--- src/rtl/core/tapc_pkg.sv ---
// tapc_pkg: shared types and constants of the three-axis PI position controller.
// No dependencies; imported by every module of the block.
`default_nettype none

package tapc_pkg;

    localparam int AXES = 3;

    // opcodes of an input beat
    localparam logic [2:0] OP_START = 3'd0;
    localparam logic [2:0] OP_POSE  = 3'd1;
    localparam logic [2:0] OP_CTRL  = 3'd2;
    localparam logic [2:0] OP_OVR   = 3'd3;
    localparam logic [2:0] OP_TICK  = 3'd4;

    // arrival radius, Q15.16 metres, and its square in Q32
    localparam logic [31:0] ARRIVE_RADIUS_Q16 = 32'd13107;
    localparam logic [63:0] ARRIVE_DIST_SQ =
        {32'b0, ARRIVE_RADIUS_Q16} * {32'b0, ARRIVE_RADIUS_Q16};

    typedef logic signed [31:0] pos_t;
    typedef logic signed [32:0] err_t;
    typedef logic signed [47:0] integ_t;

    typedef struct packed {
        pos_t        target_x;
        pos_t        target_y;
        pos_t        target_z;
        logic        station_keeping;
        logic [15:0] prop_gain;
        logic [15:0] int_gain;
        logic [30:0] speed_limit;
        logic [31:0] stall_ticks;
    } cfg_t;

    // classified beat handed from the front to the back
    typedef struct packed {
        logic [2:0]            opcode;
        logic                  start_enable;
        logic                  user_override;
        err_t [AXES-1:0]       err;
        logic [63:0]           dist_sq;
    } item_t;

endpackage

`default_nettype wire

--- src/rtl/core/tapc_queue.sv ---
// tapc_queue: short FIFO of classified beats between front and back.
// Depends on tapc_pkg.
`default_nettype none

module tapc_queue #(
    parameter int DEPTH = 4
) (
    input  wire logic            clk,
    input  wire logic            rst_n,
    input  wire logic            push,
    input  wire tapc_pkg::item_t push_item,
    output logic                 not_full,
    output logic                 valid,
    output tapc_pkg::item_t      head,
    input  wire logic            pop
);
    import tapc_pkg::*;

    localparam int PTR_W = (DEPTH > 1) ? $clog2(DEPTH) : 1;
    localparam int CNT_W = $clog2(DEPTH + 1);

    item_t            mem_reg [DEPTH];
    logic [PTR_W-1:0] wr_ptr_reg, wr_ptr_next;
    logic [PTR_W-1:0] rd_ptr_reg, rd_ptr_next;
    logic [CNT_W-1:0] count_reg, count_next;

    assign not_full = count_reg != CNT_W'(DEPTH);
    assign valid    = count_reg != '0;
    assign head     = mem_reg[rd_ptr_reg];

    always_comb
    begin
        wr_ptr_next = wr_ptr_reg;
        rd_ptr_next = rd_ptr_reg;
        if (push)
            wr_ptr_next = (wr_ptr_reg == PTR_W'(DEPTH - 1)) ? '0 : wr_ptr_reg + 1'b1;
        if (pop)
            rd_ptr_next = (rd_ptr_reg == PTR_W'(DEPTH - 1)) ? '0 : rd_ptr_reg + 1'b1;
        unique case ({push, pop})
            2'b10:   count_next = count_reg + 1'b1;
            2'b01:   count_next = count_reg - 1'b1;
            default: count_next = count_reg;
        endcase
    end

    always_ff @(posedge clk or negedge rst_n)
    begin
        if (!rst_n)
        begin
            wr_ptr_reg <= '0;
            rd_ptr_reg <= '0;
            count_reg  <= '0;
        end
        else
        begin
            wr_ptr_reg <= wr_ptr_next;
            rd_ptr_reg <= rd_ptr_next;
            count_reg  <= count_next;
        end
    end

    always_ff @(posedge clk)
    begin
        if (push)
            mem_reg[wr_ptr_reg] <= push_item;
    end

endmodule

`default_nettype wire

--- config.mk ---
export PLATFORM = sky130hd
export DESIGN_NAME = tapc_queue
export DESIGN_NICKNAME = d
export VERILOG_FILES = /design/src/rtl/core/tapc_pkg.sv /design/src/rtl/core/tapc_queue.sv
export SDC_FILE = /design/constraint.sdc
export NUM_CORES = 1
export LEC_CHECK = 0
export ABC_AREA = 1
export BUFFER_PORTS_ARGS = -buffer_cell sky130_fd_sc_hd__buf_2
export CAP_MARGIN = 20
export CORE_ASPECT_RATIO = 0.8
export CORE_MARGIN = 2
export CORE_UTILIZATION = 45
export CTS_CLUSTER_DIAMETER = 150
export DETAILED_ROUTE_END_ITERATION = 8
export GPL_TIMING_DRIVEN = 0
export PLACE_DENSITY = 0.73
export RECOVER_POWER = 50
export SKIP_CTS_REPAIR_TIMING = 1
export SYNTH_ARGS = -nofsm -noshare
export SYNTH_HDL_FRONTEND = slang
export SYNTH_SLANG_ARGS = --single-unit
export TNS_END_PERCENT = 5
--- constraint.sdc ---
create_clock -name clk -period 7.8 [get_ports clk]
set_input_delay 0.78 -clock clk [delete_from_list [all_inputs] [get_ports clk]]
set_output_delay 0.78 -clock clk [all_outputs]
set_load 0.05 [all_outputs]
# Word level (Yosys, flattened, before mapping)
# Memory sizes are Yosys's and may differ from the RTL's.
# Index checks and enable logic that the tools add are counted.
dict set report totals {
  output_inout_bits 170
  ram_bits 672
  input_bits 172
  mem_count 1
  elab_cells 20
  register_bits 7
}
dict set report op_classes {
  n_eq_ne 5
  reduce_logical 2
  addsub 4
  n_mux 5
}
# memory depth width read_ports rd_ports_with_merged_regs write_ports line_no
set memory_table {}
lappend memory_table {mem_reg 4 168 1 0 1 tapc_queue.sv:22} ;# item_t mem_reg [DEPTH];
# operator n
set op_table {}
lappend op_table {{2-bit equality test, second input constant} 3}
lappend op_table {{3-bit case mux with 2 select lines} 1}
lappend op_table {{2-bit by 1-bit adder with 2-bit output, second input constant} 2}
lappend op_table {{2-bit 2-to-1 mux} 2}
lappend op_table {{3-bit by 1-bit adder with 3-bit output, second input constant} 1}
lappend op_table {{3-bit != test, second input constant} 1}
lappend op_table {{3-bit nonzero test} 1}
lappend op_table {{3-bit by 1-bit subtractor with 3-bit output, second input constant} 1}
lappend op_table {{2-bit by 1-bit equality test with 1-bit output, second input constant} 1}
lappend op_table {{1-bit 2-to-1 mux} 2}
lappend op_table {{2-bit nonzero test} 1}

# Depth between registers and ports, before layout
dict set report depth {
  word_depth 2
  mapped_depth 10
  ltp_nobuf 9
}

# Least setup slack after synthesis
# OpenSTA, ideal clock, no wires.
dict set report synth_timing {
  kind {input to register}
  startpoint {input push}
  endpoint {memory mem_reg[2][0] (netlist name), enable pin}
  required_ps 7279
  setup_time_ps 521
  slack_ps 2937
  arrival_time_ps 4343
  cell_stages 3
  n_path_buf 1
  cell_sequence {clkbuf_1 > nand2_1 > inv_1}
}
dict set report synth_via {
  elab_chain_cells 2
}
# element line_no
set synth_lines {}
lappend synth_lines {{from (decl)} tapc_queue.sv:10} ;# input wire logic push,
lappend synth_lines {{1-bit 2-to-1 mux} tapc_queue.sv:64} ;# if (push)
lappend synth_lines {{1-bit 2-to-1 mux (implied by the code)} tapc_queue.sv:65} ;# mem_reg[wr_ptr_reg] <= push_item;
lappend synth_lines {{to (decl)} tapc_queue.sv:22}
# No other way between the ends.

==> results.yml <==
outcome:
  outcome: "completed"
pwr:
  powerDensity_nw_per_um2: 431
  leakagePower_nw: 12.6
  power_mw: 13.8
  ir_drop_mv: 0.322
yosys:
  synth-edff-count: 672
  avgSynthCellArea_um2: 13.6
  synth_cells: 2014
  synth_ff_type: "edfxtp_1"
  seq_area_frac_synth: 0.744
  ys_async_sr_fraction: 0.0103
  synthTopCellsByArea: "edfxtp_1, o211ai_1, nand2_1, inv_1, buf_6"
  synth_nets: 2193
  syn-cell-area_um2: 27400
  synthDistinctLibCells: 19
  synth_top_area_share: 0.737
  ys_seq_elements: 679
  yosys_warnings: 0
  yosysTopAreaCell: "edfxtp_1"
worst_hold_path:
  hold_path_class: "input pin to register"
  whs_path_depth: 1
  hold_start: "push_item[8]"
  min_to: "mem_reg[2][8]"
placement:
  place_inst: 3138
  place_ws_ns: 4.94
  dp_hpwl_um: 40500
  port_buffers: 340
  gp_congestion: 0.786
routing:
  via_per_inst: 5.17
  wl_met3_um: 4580
  wirelength_um: 64900
  drc: 0
  vias: 16900
  drt-wirelength-per-cell_um: 19.9
  wl_met2_um: 31900
  dr.max_layer_used: "met5"
  drt-met1-wl_um: 26400
  firstDrtPassIters: 6
  drtIter0Drc: 1277
  ant_nets: 0
clock_network:
  clk_pin_slew_ns: 0.06
  h-tree-depth: 3
  cts_buffers: 68
  cts.path.max_buffers: 3
  tritoncts: "built"
  cts_sinks: 679
  clockRootBuffer: "clkbuf_16"
  clock_latency_ns: 0.60
sta:
  clock.fmax_ghz: 0.284
  worst_clock_skew_ns: 0.0293
  period_share: 0.452
  rsz0062_at_grt: "no"
  hold_viol: 0
  worst_slack_ns: 4.28
  tightestPinTransition_ns: 1.01
  finalMaxSlewViolations: 0
  relSlewSlack: 0.326
  finalCriticalPeriod_ns: 3.52
  setup-tns-final_ns: 0
  setup_violations: 0
setup_path:
  r2r_start: "wr_ptr_reg[0]"
  worst_ep_arrival_time_ns: 2.74
  slowest_stage: "clkbuf_1"
  reg2regPathDepth: 6
  path_class: "register to output port"
  start_kind: "register"
  reg2reg_to: "mem_reg[2][51]"
  critPathRequiredTime_ns: 7.02
  cp_cell_sequence: "inv_4 -> clkbuf_1 -> buf_6 -> o211ai_1 -> nand2_1 -> buf_2"
  cp_max_fo: 10
  end_kind: "output port"
  cp_slowest_stage_delay_ns: 0.76
  r2r_slack_ns: 5.04
global_route:
  grt_pass1_wl_um: 97700
  grt_pass1_vias: 17100
  antenna_found_initial: 8
  overflow: 0
  grt_max_degree: 94
  global_route.usage.total: 0.205
final_layout:
  area.growth.synth_to_final_pct: 17.3
  nets: 2609
  drive_gt1_frac: 0.153
  final_core_util: 0.536
  stdcell_count: 3261
  largest_reg_flops: 672
run:
  maxCapViolCount: 0
floorplan:
  die_area_um2: 62800
  fp.dieW_um: 280
  start_util: 0.457
  pin_count: 342
  rows: 80
  core_um2: 59900
  die_y_um: 225
[cells in the final DEF (no fill, tap or decap), drive strengths merged]
cell type,Yosys,layout
buf,107,281
bufinv,0,2
clkbuf,5,263
clkinv,0,27
clkinvlp,0,3
dfrtp,7,7
diode,0,2
dlygate4sd3,0,1
edfxtp,672,672
fa,1,1
ha,6,6
inv,351,352
nand2,517,517
nand3,3,3
nand4,1,1
nor2,2,2
o211ai,336,336
o21ai,5,5
xnor2,1,1
[cell usage after synthesis (2+ instances only)]
cell and n:
ha_1 6, edfxtp_1 672, nand3_1 3, dfrtp_1 7
nand2_1 517, buf_2 16, nor2_1 2, o21ai_0 4
inv_1 349, buf_6 76, inv_4 2, buf_4 15
clkbuf_1 5, o211ai_1 335
[area by class of cell]
| cell class | count | area [µm²] |
|---|---|---|
| plain buffers | 112 | 1060 |
| clock inverters | 33 | 244 |
| repair buffers | 346 | 1640 |
| inverters | 351 | 1350 |
| fillers | 4903 | 27800 |
| flip-flops and latches | 679 | 20400 |
| well taps | 779 | 975 |
| multi-input cells | 872 | 4630 |
| diodes | 2 | 5.00 |
| clock buffers | 87 | 1860 |
[critical path: cells and delay by family (launching register included)]
family	cells	cell delay, ns
buf+inv	4	1.45
flops	1	0.43
simple gates	1	0.15
compound gates	1	0.10
[metrics by stage]
step                area [µm²]  hold WS, ns
floorplan                27400        0.446
global placement         30000        0.463
detailed placement       30200        0.476
CTS                      32300      -0.0345
global route             32100        0.413
finish                   32100        0.437
[logic make-up after synthesis]
family | count (synthesis) | share of synthesized area
buffers and inverters | 463 | 0.0873
AOI/OAI and AO/OA | 341 | 0.0933
and+or+nand+nor | 523 | 0.0720
DFF | 679 | 0.744
xor gates and xnor gates | 1 | 0.000320
adders and majority gates | 7 | 0.00347
[report_power, final]
part / internal [mW] / switching [mW]
Sequential: 4.67 / 0.130
Combinational: 1.40 / 4.54
Clock: 1.76 / 1.32
Total: 7.84 / 5.99
[worst max-delay path by stage]
stage             startpoint        endpoint  cells past startpoint
2_1_floorplan           push   mem_reg[2][0]                      3
3_3_place_gp            push  mem_reg[2][82]                      3
3_5_place_dp            push  mem_reg[0][89]                      4
4_1_cts        rd_ptr_reg[1]        head[73]                      7
5_1_grt        rd_ptr_reg[0]       head[166]                      6
6_report       rd_ptr_reg[0]       head[166]                      6
[per-layer routing]
layer / vias up / track usage
met2: 555 / 0.345
li1: 7896 / -
met1: 8263 / 0.262
met5: - / 0
met4: 14 / 0.0721
met3: 134 / 0.0485
No activity file was read; power rests on OpenSTA's default activity.
