--- config.mk ---
export PLATFORM = sky130hd
export DESIGN_NAME = tapc_regs
export DESIGN_NICKNAME = d
export VERILOG_FILES = /design/src/rtl/core/tapc_pkg.sv /design/src/rtl/core/tapc_regs.sv
export SDC_FILE = /design/constraint.sdc
export NUM_CORES = 1
export LEC_CHECK = 0
export BUFFER_PORTS_ARGS = -buffer_cell sky130_fd_sc_hd__buf_4
export CAP_MARGIN = 10
export CORE_UTILIZATION = 52
export DETAILED_ROUTE_END_ITERATION = 10
export HOLD_SLACK_MARGIN = 0.03
export PLACE_DENSITY = 0.8
export SYNTH_ARGS = -nofsm -noshare
export SYNTH_HDL_FRONTEND = slang
export SYNTH_SLANG_ARGS = --single-unit
--- constraint.sdc ---
create_clock -name clk -period 2.4 [get_ports clk]
set_clock_uncertainty 0.1 [all_clocks]
set_input_delay 0.48 -clock clk [delete_from_list [all_inputs] [get_ports clk]]
set_output_delay 0.48 -clock clk [all_outputs]
set_load 0.05 [all_outputs]
--- src/rtl/core/tapc_pkg.sv ---
// tapc_pkg: shared types and constants of the three-axis PI position controller.
// No dependencies; imported by every module of the block.
`default_nettype none

package tapc_pkg;

    localparam int AXES = 3;

    // opcodes of an input beat
    localparam logic [2:0] OP_START = 3'd0;
    localparam logic [2:0] OP_POSE  = 3'd1;
    localparam logic [2:0] OP_CTRL  = 3'd2;
    localparam logic [2:0] OP_OVR   = 3'd3;
    localparam logic [2:0] OP_TICK  = 3'd4;

    // arrival radius, Q15.16 metres, and its square in Q32
    localparam logic [31:0] ARRIVE_RADIUS_Q16 = 32'd13107;
    localparam logic [63:0] ARRIVE_DIST_SQ =
        {32'b0, ARRIVE_RADIUS_Q16} * {32'b0, ARRIVE_RADIUS_Q16};

    typedef logic signed [31:0] pos_t;
    typedef logic signed [32:0] err_t;
    typedef logic signed [47:0] integ_t;

    typedef struct packed {
        pos_t        target_x;
        pos_t        target_y;
        pos_t        target_z;
        logic        station_keeping;
        logic [15:0] prop_gain;
        logic [15:0] int_gain;
        logic [30:0] speed_limit;
        logic [31:0] stall_ticks;
    } cfg_t;

    // classified beat handed from the front to the back
    typedef struct packed {
        logic [2:0]            opcode;
        logic                  start_enable;
        logic                  user_override;
        err_t [AXES-1:0]       err;
        logic [63:0]           dist_sq;
    } item_t;

endpackage

`default_nettype wire

--- src/rtl/core/tapc_regs.sv ---
// tapc_regs: APB configuration registers (targets, gains, limits, stall period).
// Depends on tapc_pkg.
`default_nettype none

module tapc_regs (
    input  wire logic           clk,
    input  wire logic           rst_n,
    input  wire logic           psel,
    input  wire logic           penable,
    input  wire logic           pwrite,
    input  wire logic [4:0]     paddr,
    input  wire logic [31:0]    pwdata,
    output logic [31:0]         prdata,
    output logic                pready,
    output tapc_pkg::cfg_t      cfg
);
    import tapc_pkg::*;

    localparam logic [2:0] REG_TARGET_X    = 3'd0;
    localparam logic [2:0] REG_TARGET_Y    = 3'd1;
    localparam logic [2:0] REG_TARGET_Z    = 3'd2;
    localparam logic [2:0] REG_STATION     = 3'd3;
    localparam logic [2:0] REG_PROP_GAIN   = 3'd4;
    localparam logic [2:0] REG_INT_GAIN    = 3'd5;
    localparam logic [2:0] REG_SPEED_LIMIT = 3'd6;
    localparam logic [2:0] REG_STALL_TICKS = 3'd7;

    cfg_t       cfg_reg;
    logic [2:0] idx;
    logic       wr_en;

    assign idx    = paddr[4:2];
    assign wr_en  = psel & penable & pwrite;
    assign pready = 1'b1;
    assign cfg    = cfg_reg;

    always_ff @(posedge clk or negedge rst_n)
    begin
        if (!rst_n)
        begin
            cfg_reg.target_x        <= '0;
            cfg_reg.target_y        <= '0;
            cfg_reg.target_z        <= '0;
            cfg_reg.station_keeping <= 1'b0;
            cfg_reg.prop_gain       <= 16'd2048;
            cfg_reg.int_gain        <= 16'd0;
            cfg_reg.speed_limit     <= 31'd327680;
            cfg_reg.stall_ticks     <= 32'd5000;
        end
        else if (wr_en)
        begin
            unique case (idx)
                REG_TARGET_X:    cfg_reg.target_x        <= pwdata;
                REG_TARGET_Y:    cfg_reg.target_y        <= pwdata;
                REG_TARGET_Z:    cfg_reg.target_z        <= pwdata;
                REG_STATION:     cfg_reg.station_keeping <= pwdata[0];
                REG_PROP_GAIN:   cfg_reg.prop_gain       <= pwdata[15:0];
                REG_INT_GAIN:    cfg_reg.int_gain        <= pwdata[15:0];
                REG_SPEED_LIMIT: cfg_reg.speed_limit     <= pwdata[30:0];
                REG_STALL_TICKS: cfg_reg.stall_ticks     <= pwdata;
            endcase
        end
    end

    always_comb
    begin
        unique case (idx)
            REG_TARGET_X:    prdata = cfg_reg.target_x;
            REG_TARGET_Y:    prdata = cfg_reg.target_y;
            REG_TARGET_Z:    prdata = cfg_reg.target_z;
            REG_STATION:     prdata = {31'b0, cfg_reg.station_keeping};
            REG_PROP_GAIN:   prdata = {16'b0, cfg_reg.prop_gain};
            REG_INT_GAIN:    prdata = {16'b0, cfg_reg.int_gain};
            REG_SPEED_LIMIT: prdata = {1'b0, cfg_reg.speed_limit};
            REG_STALL_TICKS: prdata = cfg_reg.stall_ticks;
        endcase
    end

endmodule

`default_nettype wire

* After elaboration in Yosys (flattened, before gate mapping)
Index checks and enable logic that the tools add are counted.
Word-level totals: word-level logic and storage cells 27, output and inout bits 225, input port bits 42, bits in registers 192
Cells by class: equality and inequality tests 7, reductions and logical operators 9, bitwise logic cells 2, multiplexer cells 1
Operator list (count):
- $pmux W32 S8 | 1
- $reduce_and A2 Y1 | 8
- $eq A3 B3 Y1 const B | 4
- $eq A3 B2 Y1 const B | 2
- $eq A3 B1 Y1 const B | 1
- $logic_not A3 Y1 | 1
- $and A1 B1 Y1 | 2

* Depth between registers and ports, before layout
Gate-level depths: netlist (run 1).
word-level depth 3, mapped depth 7, depth with buffers taken out 4

* Worst setup path before layout (run 1)
No wires, ideal clock.
path type input to output, start in paddr[2], end out prdata[16], required time 1.820 ns, arrival time 2.280 ns, path buffers 3, setup slack -0.460 ns, stages 5, cell sequence buf_4 -> buf_4 -> buf_2 -> mux2i_1 -> o21ai_0
Between the ends: longest elaborated chain between the ends 2, elaborated cells between the ends (all ways) 9, classes of those cells 7 x eq/ne; 1 x mux; 1 x reduce/logical
Ends and longest elaborated chain:
- start: declaration | line tapc_regs.sv:11 | input wire logic [4:0] paddr,
- $eq A3 B3 Y1, or another cell as far along | line tapc_regs.sv:67 | unique case (idx)
- $pmux W32 S8 * | line tapc_regs.sv:67
- end: declaration | line tapc_regs.sv:13 | output logic [31:0] prdata,
Mark *: on every way between the ends. The rest lies on a longest branch, timed or not.

* Worst setup path in the final report (run 1)
start in paddr[4], end out prdata[7]
Same word-level chain as after synthesis.

==> results of run 1 <==
==> logic make-up (layout without fill, tap and decap cells) <==
logic type / Yosys count / in the layout
mux: 257 / 257
buf+inv: 48 / 353
flops: 192 / 192
simple gates: 63 / 63
compound gates: 68 / 68
other cells: 1 / 1
==> what timing repair did <==
item,in CTS,in global routing
setup buffers,0,4
gates cloned,0,2
resized for setup,2,5
endpoints found under the setup margin,1,19
hold buffers,1,0
pin swaps,0,1
hold endpoints to repair,37,0
==> through the flow <==
step	instance area [µm²]	power (W)
final	12500	0.0126
after global placement	11800	0.00978
after global routing	12500	0.0130
after floorplan	9380	0.00811
after CTS	12400	0.0126
after detailed placement	11800	0.00990
==> Yosys cell counts (all sizes together) (8+ instances only) <==
library cell  number
dfstp              8
nand2             16
nor2b              8
mux2             215
mux4               9
mux2i             33
a21oi             13
nor2              27
buf               38
o21ai             13
dfrtp            184
a22o              16
==> worst min path at each step <==
| stage | slack, ns | to | from | cells after the start |
|---|---|---|---|---|
| 5_1_grt | 0.21 | cfg[152]$_DFFE_PN0P_ | pwdata[24] | 2 |
| 3_5_place_dp | 0.35 | cfg[150]$_DFFE_PN0P_ | rst_n | 1 |
| 4_1_cts | 0.20 | cfg[114]$_DFFE_PN0P_ | pwdata[18] | 2 |
| 6_report | 0.21 | cfg[114]$_DFFE_PN0P_ | pwdata[18] | 2 |
| 3_3_place_gp | 0.34 | cfg[150]$_DFFE_PN0P_ | rst_n | 1 |
| 2_1_floorplan | 0.08 | cfg[0]$_DFFE_PN0P_ | rst_n | 0 |
==> area by class of cell <==
cell class | instances | share of cell area
Timing Repair Buffer | 316 | 0.209
Sequential cell | 192 | 0.387
Multi-Input combinational cell | 389 | 0.336
Tap cell | 225 | 0.0226
Clock inverter | 8 | 0.00693
Clock buffer | 24 | 0.0371
Inverter | 5 | 0.00151
==> metal layers <==
layer  vias up  wire (µm)  track usage
met5         -          0            0
met4         0        492        0.104
met3        43       1820       0.0666
met2       278      12800        0.470
met1      3368      10900        0.383
li1       2884          -            -
==> where the power goes <==
part           internal (W)  switching, W  leakage, nW
logic               0.00188       0.00352         3.45
registers           0.00389      0.000588         2.43
clock network       0.00147       0.00121        0.251
total               0.00724       0.00533         6.13
==> worst max-delay path, delay by kind of cell <==
| family | cells | cell delay (ns) |
|---|---|---|
| buffers and inverters | 3 | 0.65 |
| muxes | 1 | 0.26 |
| AOI/OAI and AO/OA | 1 | 0.23 |
| and+or+nand+nor | 1 | 0.18 |
==> results_dict.tcl, run 1 <==
set metrics [dict create \
    netlist_area_mm2 0.00927 \
    rrSetupSlack_ns 1.39 \
    synth_nets 671 \
    gp_congestion 0.895 \
    crit_path_end "prdata[7]" \
    drtPass1Iterations 4 \
    arrival_ns 1.81 \
    seq_area_frac_synth 0.519 \
    design.core.area_mm2 0.0174 \
    final_common_cell "buf_4" \
    yosysTopAreaCell "dfrtp_1" \
    cp_cell_sequence "buf_4, nor2_1, buf_4, a22o_1, mux2_2, buf_4" \
    drt_iter0_drc 229 \
    dieHeight_um 136 \
    routed_wl_um 26000 \
    asyncSetResetFlopFracSynth 1.00 \
    max_freq_mhz 419 \
    path_common_cell "buf_4" \
    hp-class "in2reg" \
    cellPowerDensity_mw_per_mm2 1010 \
    cts_buffers 17 \
    preCtsSetupSlack_ns -0.0401 \
    instances_no_fill 1159 \
    clockRootBuffer "clkbuf_16" \
    antenna_found_initial 0 \
    portBuffers 263 \
    synth_xor_xnor_area_share 0 \
    synth_compound_area_frac 0.0505 \
    grt-ovfl-total 0 \
    regArea_mm2 0.00481 \
    grt_pass1_vias 6858 \
    worstPathRequired_ns 1.82 \
    leakage_nw 6.13 \
    synthSimpleGateAreaFrac 0.0434 \
    htree_levels 4 \
    post_drt_wl_per_cell_um 22.5 \
    endpoint_kind "primary output" \
    setup_violations 0 \
    via_per_inst 5.67 \
    layout_worst_path_cycle_share 0.995 \
    synth_edf_count 0 \
    worstSetupStartpoint "paddr[4]" \
    path_clk_slew_ns 0.06 \
    grt_max_degree 45 \
    clockBufferDepth 2 \
    multi_input_area_mm2 0.00419 \
    synth.mux.area_fraction 0.343 \
    grt_util_all_layers 0.291 \
    drc 0 \
    synthAdderAreaFrac 0 \
    antenna_cells 0 \
    tns_ns 0 \
    dpl.hpwl_um 18400 \
    dieArea_mm2 0.0184 \
    largest_reg_flops 192 \
    syn_inst 629 \
    synth_top_area_frac 0.496 \
    ys_warn_count 0 \
    path_class "in2out" \
    period_minus_slack_ns 2.39 \
    clock-sinks 192 \
    r2r-start "cfg[170]$_DFFE_PN0P_" \
    grt_pass1_wl_um 39900 \
    finish.utilization 0.717 \
    crit_path_max_incr_delay_ns 0.27 \
    crit_fanout 20 \
    fin_ws_ns 0.0118 \
    yosys_register_bits 192 \
    area_delta_synth_final_pct 34.3 \
    synth_top_family_by_area "multiplexers" \
    ios 267 \
    max-cap-violations 0 \
    synth_area_leaders "dfrtp_1 50%, mux2_2 16%, mux2_4 9.7%" \
    slew_viol_final 0 \
    fp-row-count 48 \
    ys.flop_type "dfrtp_1" \
    drive_above_1_share 0.634 \
    peakVddDrop_mv 0.612 \
    cts_tree "built" \
    critPathLaunchType "input pin" \
    drt.antenna.violating_nets 0 \
    hold_ws_ns 0.207 \
    cp_slowest_cell "buf_4" \
    start_util 0.534 \
    hold_viol 0 \
    finalNetCount 963 \
    place_inst 1120 \
    most-common-layout-cells "294 x buf_4, 184 x dfrtp_1, 135 x mux2_2, 60 x mux2_4, 33 x mux2i_1" \
    syn_avg_cell_area_um2 14.7 \
    r2r_end "cfg[170]$_DFFE_PN0P_" \
    worstSkewPairLatency_ns 0.43 \
    vias 6573 \
    r2r_cells 2 \
    synth.distinct_cells 42 \
    status "finished, final reports clean" \
    fillers 1159 \
    die_w_um 136 \
]
Power figures use the tool's default switching activity.
==> inputs of run 2 (changes only) <==
--- a/config.mk
+++ b/config.mk
@@ -5,12 +5,15 @@
 export SDC_FILE = /design/constraint.sdc
 export NUM_CORES = 1
 export LEC_CHECK = 0
+export ABC_CLOCK_PERIOD_IN_PS = 2400
 export BUFFER_PORTS_ARGS = -buffer_cell sky130_fd_sc_hd__buf_4
 export CAP_MARGIN = 10
-export CORE_UTILIZATION = 52
+export CELL_PAD_IN_SITES_DETAIL_PLACEMENT = 0
+export CELL_PAD_IN_SITES_GLOBAL_PLACEMENT = 1
+export CORE_UTILIZATION = 42
 export DETAILED_ROUTE_END_ITERATION = 10
 export HOLD_SLACK_MARGIN = 0.03
-export PLACE_DENSITY = 0.8
+export PLACE_DENSITY_LB_ADDON = 0.1
 export SYNTH_ARGS = -nofsm -noshare
 export SYNTH_HDL_FRONTEND = slang
 export SYNTH_SLANG_ARGS = --single-unit
==> run 2 against run 1 <==
Effect of this change: sequential cell count did not move; register-to-register slack is essentially flat; power is 1.7% higher; worst setup slack gained 0.024 ns; via count fell by 1.9%; first-iteration DRC count down 2.2%; worst hold slack better by 0.0083 ns; utilization fell by 12 points; clock-buffer cell count down 5.
==> results_dict.tcl, run 2 (same netlist as run 1, synthesis figures left out) <==
set metrics [dict create \
    ios 267 \
    final_common_cell "buf_4" \
    post_drt_wl_per_cell_um 22.3 \
    hold_viol 0 \
    area_delta_synth_final_pct 37.3 \
    layout_worst_path_cycle_share 0.985 \
    drc 0 \
    rsz0062_at_grt "no" \
    grt_pass1_wl_um 40400 \
    antenna_found_initial 0 \
    dpl.hpwl_um 19000 \
    die_w_um 151 \
    routed_wl_um 27100 \
    instances_no_fill 1214 \
    p_total_w 0.0128 \
    status "finished, final reports clean" \
    dieArea_mm2 0.0227 \
    grt_max_degree 61 \
    place_inst 1172 \
    gp_congestion 0.824 \
    worstSkewPairLatency_ns 0.41 \
    max-cap-violations 0 \
    use_met1 0.323 \
    placedInstanceArea_mm2 0.0120 \
    path_class "in2out" \
    tightest_slew_ns 0.578 \
    htree_levels 4 \
    finalNetCount 969 \
    drive_above_1_share 0.640 \
    relSlewSlack 0.614 \
    clockRootBuffer "clkbuf_16" \
    path_clk_slew_ns 0.07 \
    clockBufferDepth 2 \
    endpoint_kind "primary output" \
    arrival_ns 1.78 \
    cts_buffers 17 \
    rrSetupSlack_ns 1.40 \
    max_freq_mhz 423 \
    grt_util_all_layers 0.239 \
    grt_pass1_vias 6765 \
    crit_fanout 18 \
    most-common-layout-cells "290 x buf_4, 184 x dfrtp_1, 135 x mux2_2, 60 x mux2_4, 33 x mux2i_1" \
    largest_reg_flops 192 \
    design.core.area_mm2 0.0214 \
    cellPowerDensity_mw_per_mm2 1000 \
    drtPass1Iterations 4 \
    worstPathRequired_ns 1.82 \
    leakage_nw 6.24 \
    hp-class "in2reg" \
    use_met3 0.0527 \
    grt-ovfl-total 0 \
    start_util 0.434 \
    via_per_inst 5.31 \
    cts_tree "built" \
    dieHeight_um 151 \
    use_met2 0.391 \
    critPathLaunchType "input pin" \
    slew_viol_final 0 \
    drt.antenna.violating_nets 0 \
    drt_iter0_drc 224 \
    antenna_cells 0 \
    fp-row-count 53 \
    period_minus_slack_ns 2.36 \
    clock-sinks 192 \
    peakVddDrop_mv 0.511 \
    design_area_mm2 0.0127 \
    setup_violations 0 \
    vias 6450 \
    fillers 1740 \
    grt-busiest-layer "met2" \
    portBuffers 263 \
]
-- run 2: cell types whose count changed in the layout (fill, tap and decap cells not counted), moves of 3 or more --
cell,previous run,this run
buf_12,14,25
clkinvlp_4,4,1
buf_4,294,290
clkbuf_1,6,1
inv_8,0,3
-- run 2: cell type report --
type	instances	area, µm²	share of cell area
Clock buffer	19	443	0.0348
Clock inverter	12	150	0.0118
Inverter	5	18.8	0.00147
Multi-Input combinational cell	389	4180	0.328
Sequential cell	192	4810	0.378
Tap cell	275	344	0.0270
Timing Repair Buffer	322	2790	0.219
-- run 2: through the flow --
step           utilization  TNS (ns)  hold WS, ns  setup slack (ns)
2_1_floorplan            -    -0.218       0.0844            -0.210
3_3_place_gp         0.562         0        0.391            0.0284
3_5_place_dp         0.562         0        0.405           0.00536
4_1_cts              0.591         0        0.195           0.00189
5_1_grt              0.597         0        0.199           0.00146
6_report             0.597         0        0.215            0.0355
-- run 2: final timing paths --
path	from	cells past startpoint	to
hold / removal	pwdata[17]	2	cfg[113]$_DFFE_PN0P_
max in group asynchronous	rst_n	3	cfg[48]$_DFFE_PN1P_
hold reg to reg	cfg[109]$_DFFE_PN0P_	1	cfg[109]$_DFFE_PN0P_
setup reg to reg	cfg[39]$_DFFE_PN0P_	2	cfg[39]$_DFFE_PN0P_
min in group asynchronous	rst_n	2	cfg[144]$_DFFE_PN0P_
setup / recovery	paddr[3]	6	prdata[4]
-- run 2: critical path, stage by stage --
cell and delay [ns]:
buf_6 0.14, buf_12 0.18, mux2_2 0.35, a22o_1 0.17
mux2_2 0.27, buf_4 0.19
-- run 2: what timing repair did --
item                       CTS  global route
setup endpoints to repair    0             8
hold buffers                 1             0
hold endpoints to repair    51             0
gates resized for setup      0             4
setup buffers                0             8
-- run 2: power breakdown --
group | internal, W | switching (W) | total [W]
sequential | 0.00389 | 0.000572 | 0.00446
clock | 0.00159 | 0.00130 | 0.00289
combinational | 0.00190 | 0.00352 | 0.00542
-- run 2: layer usage --
layer | vias up | routed length, µm
met5 | - | 0
met4 | 0 | 315
met2 | 192 | 13200
met1 | 3351 | 12100
li1 | 2886 | -
met3 | 21 | 1520
